$ cat src/hdl/attribute_tlv_stream_parser_core_macros.svh
// Assertion helpers shared by the parser RTL.
// Each macro expects clk and rst_n in scope.
`ifndef ATTRIBUTE_TLV_STREAM_PARSER_CORE_MACROS_SVH
`define ATTRIBUTE_TLV_STREAM_PARSER_CORE_MACROS_SVH

// Same-cycle implication.
`define ATSP_ASSERT_NOW(label, ante, cons) \
  label: assert property (@(posedge clk) disable iff (!rst_n) (ante) |-> (cons)) \
    else $error("atsp check failed");

// Next-cycle implication.
`define ATSP_ASSERT_NEXT(label, ante, cons) \
  label: assert property (@(posedge clk) disable iff (!rst_n) (ante) |=> (cons)) \
    else $error("atsp check failed");

`endif

$ cat src/hdl/atsp_pkg.sv
`timescale 1ns / 1ps
`default_nettype none
package atsp_pkg;

  localparam logic [15:0] HEADER_BYTES = 16'd6;
  localparam logic [15:0] LENGTH_BYTES = 16'd2;
  localparam logic [15:0] ID_BYTES     = 16'd1;

  localparam logic OP_RESTART = 1'b0;
  localparam logic OP_DATA    = 1'b1;

  typedef enum logic [1:0] {
    PH_ID    = 2'd0,
    PH_LEN   = 2'd1,
    PH_VALUE = 2'd2
  } phase_t;

  typedef struct packed {
    logic       opcode;
    logic [7:0] data_byte;
  } in_item_t;

  typedef struct packed {
    logic [7:0]  attr_id;
    logic [7:0]  value_byte;
    logic [15:0] byte_index;
    logic        last;
  } out_item_t;

  // Parser response for the item held in the input register.
  typedef struct packed {
    logic      emit;
    phase_t    phase;
    out_item_t item;
  } parse_res_t;

endpackage
`default_nettype wire

$ cat src/hdl/atsp_if.sv
`timescale 1ns / 1ps
`default_nettype none
interface atsp_in_if;
  logic       valid;
  logic       ready;
  logic       opcode;
  logic [7:0] data_byte;

  modport source (output valid, output opcode, output data_byte, input ready);
  modport sink   (input valid, input opcode, input data_byte, output ready);
endinterface

interface atsp_out_if;
  logic        valid;
  logic        ready;
  logic [7:0]  attr_id;
  logic [7:0]  value_byte;
  logic [15:0] byte_index;
  logic        last;

  modport source (output valid, output attr_id, output value_byte, output byte_index,
                  output last, input ready);
  modport sink   (input valid, input attr_id, input value_byte, input byte_index,
                  input last, output ready);
endinterface
`default_nettype wire

$ cat src/hdl/attribute_tlv_stream_parser_core.sv
`timescale 1ns / 1ps
`default_nettype none
// Notification attribute TLV stream parser. Feed the response byte stream one
// byte per transfer on in_ch (opcode 1); an opcode 0 transfer restarts the
// parser for a new response and produces nothing. After a restart the first
// five bytes are header and are dropped, the sixth is the first attribute id,
// then come a two-byte little-endian length and that many value bytes. Every
// value byte leaves on out_ch with its attribute id, its position from 0, and
// last set on the final byte; a zero-length attribute produces nothing.
// Throughput is one byte per clock while no waiting result holds it up: the
// parser state updates once per byte. A result passes through the input
// register, then the result register, before it is offered on out_ch. A
// result waiting on out_ch stalls only the byte behind it that would itself
// produce a result; header, id and length bytes keep flowing.
module attribute_tlv_stream_parser_core
  import atsp_pkg::*;
(
  input wire logic  clk,
  input wire logic  rst_n,
  atsp_in_if.sink   in_ch,
  atsp_out_if.source out_ch
);

`include "attribute_tlv_stream_parser_core_macros.svh"

  // Input register
  logic      stage_valid_r, stage_valid_nxt;
  in_item_t  stage_item_r;

  // Result register
  logic      out_valid_r, out_valid_nxt;
  out_item_t out_item_r;

  parse_res_t res;
  logic       out_free;
  logic       stage_fire;
  logic       in_ready;
  logic       in_fire;
  in_item_t   in_item;

  assign in_item = {in_ch.opcode, in_ch.data_byte};

  atsp_parser u_parser (
    .clk     (clk),
    .rst_n   (rst_n),
    .step_en (stage_fire),
    .item    (stage_item_r),
    .res     (res)
  );

  // The held byte retires when it needs no result slot or the slot is free.
  assign out_free   = !out_valid_r || out_ch.ready;
  assign stage_fire = stage_valid_r && (!res.emit || out_free);
  assign in_ready   = !stage_valid_r || stage_fire;
  assign in_fire    = in_ch.valid && in_ready;

  always_comb begin
    stage_valid_nxt = stage_valid_r;
    if (in_fire) begin
      stage_valid_nxt = 1'b1;
    end else if (stage_fire) begin
      stage_valid_nxt = 1'b0;
    end
  end

  always_comb begin
    out_valid_nxt = out_valid_r;
    if (stage_fire && res.emit) begin
      out_valid_nxt = 1'b1;
    end else if (out_ch.ready) begin
      out_valid_nxt = 1'b0;
    end
  end

  always_ff @(posedge clk) begin
    if (!rst_n) begin
      stage_valid_r <= 1'b0;
      out_valid_r   <= 1'b0;
    end else begin
      stage_valid_r <= stage_valid_nxt;
      out_valid_r   <= out_valid_nxt;
    end
  end

  always_ff @(posedge clk) begin
    if (in_fire) begin
      stage_item_r <= in_item;
    end
    if (stage_fire && res.emit) begin
      out_item_r <= res.item;
    end
  end

  assign in_ch.ready       = in_ready;
  assign out_ch.valid      = out_valid_r;
  assign out_ch.attr_id    = out_item_r.attr_id;
  assign out_ch.value_byte = out_item_r.value_byte;
  assign out_ch.byte_index = out_item_r.byte_index;
  assign out_ch.last       = out_item_r.last;

  // Results only come out of the value phase.
  `ATSP_ASSERT_NOW(a_emit_in_value, res.emit, res.phase == PH_VALUE)
  // The final value byte hands control back to the id phase.
  `ATSP_ASSERT_NEXT(a_last_to_id, stage_fire && res.emit && res.item.last, res.phase == PH_ID)
  // A restart always lands in the id phase.
  `ATSP_ASSERT_NEXT(a_restart_to_id, stage_fire && (stage_item_r.opcode == OP_RESTART),
                    res.phase == PH_ID)
  // Backpressure on the input only comes from a held byte.
  `ATSP_ASSERT_NOW(a_ready_low_held, !in_ready, stage_valid_r)

endmodule
`default_nettype wire

$ cat src/hdl/atsp_parser.sv
`timescale 1ns / 1ps
`default_nettype none
module atsp_parser
  import atsp_pkg::*;
(
  input  wire logic       clk,
  input  wire logic       rst_n,
  input  wire logic       step_en,
  input  wire in_item_t   item,
  output parse_res_t      res
);

  phase_t      phase_r,   phase_nxt;
  logic [15:0] seen_r,    seen_nxt;
  logic [15:0] wanted_r,  wanted_nxt;
  logic [7:0]  attr_r,    attr_nxt;
  logic [7:0]  len_lo_r,  len_lo_nxt;
  logic [15:0] seen_inc;
  logic [15:0] len_full;

  assign seen_inc = seen_r + 16'd1;
  assign len_full = {item.data_byte, len_lo_r};

  always_comb begin
    phase_nxt  = phase_r;
    seen_nxt   = seen_r;
    wanted_nxt = wanted_r;
    attr_nxt   = attr_r;
    len_lo_nxt = len_lo_r;
    if (item.opcode == OP_RESTART) begin
      phase_nxt  = PH_ID;
      seen_nxt   = '0;
      wanted_nxt = HEADER_BYTES;
      attr_nxt   = '0;
      len_lo_nxt = '0;
    end else begin
      case (phase_r)
        PH_VALUE: begin
          seen_nxt = seen_inc;
          if (seen_inc >= wanted_r) begin
            seen_nxt   = '0;
            wanted_nxt = ID_BYTES;
            phase_nxt  = PH_ID;
          end
        end
        PH_LEN: begin
          if (seen_r == '0) begin
            len_lo_nxt = item.data_byte;
          end
          seen_nxt = seen_inc;
          if (seen_inc >= LENGTH_BYTES) begin
            seen_nxt = '0;
            if (len_full == '0) begin
              wanted_nxt = ID_BYTES;
              phase_nxt  = PH_ID;
            end else begin
              wanted_nxt = len_full;
              phase_nxt  = PH_VALUE;
            end
          end
        end
        default: begin
          // identifier phase; the unused code behaves the same
          seen_nxt = seen_inc;
          if (seen_inc >= wanted_r) begin
            attr_nxt   = item.data_byte;
            seen_nxt   = '0;
            wanted_nxt = LENGTH_BYTES;
            phase_nxt  = PH_LEN;
          end
        end
      endcase
    end
  end

  always_comb begin
    res.emit            = (item.opcode == OP_DATA) && (phase_r == PH_VALUE);
    res.phase           = phase_r;
    res.item.attr_id    = attr_r;
    res.item.value_byte = item.data_byte;
    res.item.byte_index = seen_r;
    res.item.last       = (seen_inc >= wanted_r);
  end

  always_ff @(posedge clk) begin
    if (!rst_n) begin
      phase_r  <= PH_ID;
      seen_r   <= '0;
      wanted_r <= HEADER_BYTES;
      attr_r   <= '0;
      len_lo_r <= '0;
    end else if (step_en) begin
      phase_r  <= phase_nxt;
      seen_r   <= seen_nxt;
      wanted_r <= wanted_nxt;
      attr_r   <= attr_nxt;
      len_lo_r <= len_lo_nxt;
    end
  end

endmodule
`default_nettype wire

$ cat src/flat_wrapper.sv
// flat-port wrapper written by rule: the top's interface ports become plain ports
module attribute_tlv_stream_parser_core_flat import atsp_pkg::*;
  (clk, rst_n, in_ch_valid, in_ch_opcode, in_ch_data_byte, in_ch_ready, out_ch_valid, out_ch_attr_id, out_ch_value_byte, out_ch_byte_index, out_ch_last, out_ch_ready);
  atsp_in_if in_ch_i ();
  atsp_out_if out_ch_i ();
  input wire logic clk;
  input wire logic rst_n;
  input wire logic [$bits(in_ch_i.valid)-1:0] in_ch_valid;
  input wire logic [$bits(in_ch_i.opcode)-1:0] in_ch_opcode;
  input wire logic [$bits(in_ch_i.data_byte)-1:0] in_ch_data_byte;
  output wire logic [$bits(in_ch_i.ready)-1:0] in_ch_ready;
  output wire logic [$bits(out_ch_i.valid)-1:0] out_ch_valid;
  output wire logic [$bits(out_ch_i.attr_id)-1:0] out_ch_attr_id;
  output wire logic [$bits(out_ch_i.value_byte)-1:0] out_ch_value_byte;
  output wire logic [$bits(out_ch_i.byte_index)-1:0] out_ch_byte_index;
  output wire logic [$bits(out_ch_i.last)-1:0] out_ch_last;
  input wire logic [$bits(out_ch_i.ready)-1:0] out_ch_ready;
  assign in_ch_i.valid = in_ch_valid;
  assign in_ch_i.opcode = in_ch_opcode;
  assign in_ch_i.data_byte = in_ch_data_byte;
  assign in_ch_ready = in_ch_i.ready;
  assign out_ch_valid = out_ch_i.valid;
  assign out_ch_attr_id = out_ch_i.attr_id;
  assign out_ch_value_byte = out_ch_i.value_byte;
  assign out_ch_byte_index = out_ch_i.byte_index;
  assign out_ch_last = out_ch_i.last;
  assign out_ch_i.ready = out_ch_ready;
  attribute_tlv_stream_parser_core u_core (.clk(clk), .rst_n(rst_n), .in_ch(in_ch_i), .out_ch(out_ch_i));
endmodule
$ cat config.mk
export PLATFORM = sky130hd
export DESIGN_NAME = attribute_tlv_stream_parser_core_flat
export DESIGN_NICKNAME = d
export VERILOG_FILES = /design/src/hdl/atsp_pkg.sv /design/src/hdl/atsp_if.sv /design/src/hdl/attribute_tlv_stream_parser_core.sv /design/src/hdl/atsp_parser.sv /design/src/flat_wrapper.sv
export VERILOG_INCLUDE_DIRS = /design/src /design/src/hdl
export SDC_FILE = /design/constraint.sdc
export NUM_CORES = 1
export LEC_CHECK = 0
export ABC_AREA = 1
export BUFFER_PORTS_ARGS = -buffer_cell sky130_fd_sc_hd__clkbuf_2
export CORE_AREA = 8 8 111 113
export DETAILED_ROUTE_END_ITERATION = 6
export DIE_AREA = 0 0 119 121
export SYNTH_ARGS = -nofsm -noshare
export SYNTH_HDL_FRONTEND = slang
export SYNTH_SLANG_ARGS = --single-unit
$ cat constraint.sdc
create_clock -name clk -period 3.2 [get_ports clk]
set_input_delay 0.64 -clock clk [delete_from_list [all_inputs] [get_ports clk]]
set_output_delay 0.64 -clock clk [all_outputs]
set_load 0.02 [all_outputs]
==> metrics.cfg <==
[placed_design]
place.gp.congestion = 0.906
dp.final_hpwl_um = 7760
port_buffers = 47
dp_slack_ns = 0.233

[worst_setup_path]
crit_cells = 16
endpoint_kind = flip-flop
critPathMaxFanout = 17
path_buf_inv = 3
crit_arrival_ns = 3.15
cpMostUsedCell = nand2_1
path_cells = ha_1, nand3_2, nor2_4, xor2_1, inv_1, ha_1, nand2_1, inv_1, nand2_1, nand2_1, a21oi_4, nand3_4, nand2_4, inv_6, nand2_1, nand3_1
r2r_cells = 16
critical-path-top-delay-family = simple AND/OR/NAND/NOR gates
slowest_stage = dfxtp_1
critPathLaunchType = flip-flop
crit_required_ns = 3.45
crit_type = reg -> reg
max_stage_delay_ns = 0.46

[detailed_routing]
drc = 0
wirelength_um = 10300
first_iter_violations = 214
routed_via_density = 4.86
vias = 3724
ant_nets = 0
wl_per_cell_um = 13.5
first_pass_iters = 5

[clocking]
htree_levels = 3
clock_path_buffers = 2
tritoncts = yes
cts_made_buffers = 9
root_buffer = clkbuf_8
clk_latency_ns = 0.37
clkSinkCount = 94
clkTransAtPathRegs_ns = 0.10

[sta]
tightest_slew_ns = 0.656
fin_skew_ns = 0.0124
tns_ns = 0
rsz0062_at_grt = false
setup_viol = 0
finalWorstSetupSlack_ns = 0.301
period_needed_ns = 2.90
period_share = 0.906
relSlewSlack = 0.561
finalHoldViolCount = 0
max_freq_mhz = 345
maxSlewViolCount = 0

[floorplanning]
fp.dieH_um = 121
ioPinCount = 48
coreArea_um2 = 10600
start_util = 0.440
die_x_um = 119
die_area_um2 = 14400
rows = 38

[yosys]
ys_ff_latch = 94
synth-seq-area-share = 0.493
syn_area_um2 = 4670
syn_nets = 605
ys_warn_count = 0
syn-instance-count = 572
ys_types = 37
syn_area_per_cell_um2 = 8.16

[grt]
grt_pass1_vias = 3682
track_usage = 0.151
grt_antenna_before_repair = 0
grt_max_degree = 35
grt_pass1_wl_um = 17800
grt_overflow = 0

[cells_and_area]
num-fill-cells = 1023
syn_to_final_growth_pct = 12.1
multi_input_area_um2 = 1950
n_antenna_cell = 0
drive_gt1_frac = 0.181
layout.nets = 654
seqCellArea_um2 = 2300

[power_and_ir_drop]
swShare = 0.274
p_switching_uw = 624
vdd_ir_drop_max_v = 0.000203
comb_power_share = 0.088
cellPowerDensity_nw_per_um2 = 436
p_int_uw = 1650
pwr-share-seq = 0.580
leakage_uw = 0.00225
power_frac_clock = 0.332

[run_status]
status = complete, no violations

[job]
cap_violations = 0

[hold_path]
hp-class = in -> reg
hold_path_depth = 1

power groups by stage:
stage	Combinational [µW]	Sequential [µW]	Clock (µW)
after global routing	231	1330	817
after CTS	201	1320	782
after floorplan	162	1340	0
after detailed placement	200	1350	0
final	200	1320	756
after global placement	197	1350	0
path summary, 6_finish.rpt:
check / startpoint / endpoint / slack, ns
max: u_core.u_parser.seen_r[1] / u_core.u_parser.wanted_r[1] / 0.30
min: in_ch_data_byte[3] / u_core.stage_item_r[3] / 0.43
max reg2reg: u_core.u_parser.seen_r[1] / u_core.u_parser.wanted_r[1] / 0.30
min reg2reg: u_core.u_parser.attr_r[7] / u_core.out_ch.attr_id[7] / 0.44
cells by family after synthesis:
| kind of cell | after synthesis | share of synthesized area |
|---|---|---|
| AND/OR/NAND/NOR | 299 | 0.293 |
| flip-flops | 94 | 0.493 |
| buffers and inverters | 100 | 0.0887 |
| XOR/XNOR | 4 | 0.00750 |
| AO/OA/AOI/OAI | 55 | 0.0638 |
| adder cells (fa/ha/maj) | 20 | 0.0536 |
area by class of cell:
type	count	area share
multi-input combinational	378	0.373
clock buffer	9	0.0237
sequential	94	0.440
inverter	84	0.0615
timing repair buffer	54	0.0550
clock inverter	7	0.0129
tap	140	0.0335
worst reg2reg max path, delay by kind of cell, from the launching register on:
family          cells  cell delay [ns]
flops               1             0.46
simple gates        9             1.05
buf+inv             3             0.21
xor+xnor            1             0.29
compound gates      1             0.23
fa+ha+maj           2             0.52
cells in the mapped netlist (all sizes together):
cell type | number | area (µm²)
nand2 | 158 | 613
inv | 82 | 310
nor2 | 72 | 343
dfxtp | 52 | 1040
edfxtp | 42 | 1260
nand3 | 42 | 248
a21oi | 36 | 191
ha | 20 | 250
nand4 | 18 | 113
o21ai | 14 | 70.1
clkbuf | 11 | 41.3
buf | 5 | 53.8
nor4 | 5 | 31.3
clkinv | 2 | 8.75
nor3 | 2 | 10.0
o21bai | 2 | 15.0
xnor2 | 2 | 17.5
xor2 | 2 | 17.5
a21o | 1 | 7.51
a31oi | 1 | 6.26
and2 | 1 | 6.26
o31ai | 1 | 7.51
or2 | 1 | 6.26
timing repair:
item                                    4_1_cts  5_1_grt
endpoints found under the setup margin        0       24
gates resized for setup                       0        2
buffers inserted                              0        0
hold buffers                                  0        0
hold endpoints to repair                      0        0
routing by layer:
layer / wire, µm / vias to the layer above / GRT usage
li1: - / 1942 / -
met3: 484 / 12 / 0.0330
met5: 0 / - / 0
met1: 5070 / 1691 / 0.199
met2: 4650 / 79 / 0.240
met4: 132 / 0 / 0.0514
stage by stage:
step                      cell area (µm²)  total power, µW  std cells  hold slack [ns]   util
final                                5230             2280        766            0.431  0.494
after global routing                 5230             2380        766            0.412  0.494
after CTS                            5230             2300        766            0.411  0.493
after detailed placement             5040             1550        750            0.416  0.475
after global placement               5040             1550        750            0.416  0.475
after floorplan                      4670             1500        572            0.408      -
cell usage in the layout (no fill, tap or decap), drive strengths merged:
cell,instances
edfxtp,42
o21bai,2
clkinv,5
buf,7
or2,1
o31ai,1
a21oi,36
nand3,42
clkbuf,56
xor2,2
a31oi,1
nand2,158
xnor2,2
nor4,5
a21o,1
nor2,72
clkinvlp,1
dfxtp,52
nor3,2
and2,1
o21ai,14
ha,20
nand4,18
inv,85
registers in the layout (all words and copies together) (netlist names):
register	count
u_core.out_ch.byte_index	16
u_core.u_parser.attr_r	8
u_core.stage_valid_r	1
u_core.stage_item_r	9
u_core.out_ch.last	1
u_core.u_parser.wanted_r	16
u_core.out_ch.value_byte	8
u_core.u_parser.len_lo_r	8
u_core.out_ch.valid	1
u_core.u_parser.phase_r	2
u_core.u_parser.seen_r	16
u_core.out_ch.attr_id	8
No activity file was read; power rests on OpenSTA's default activity.
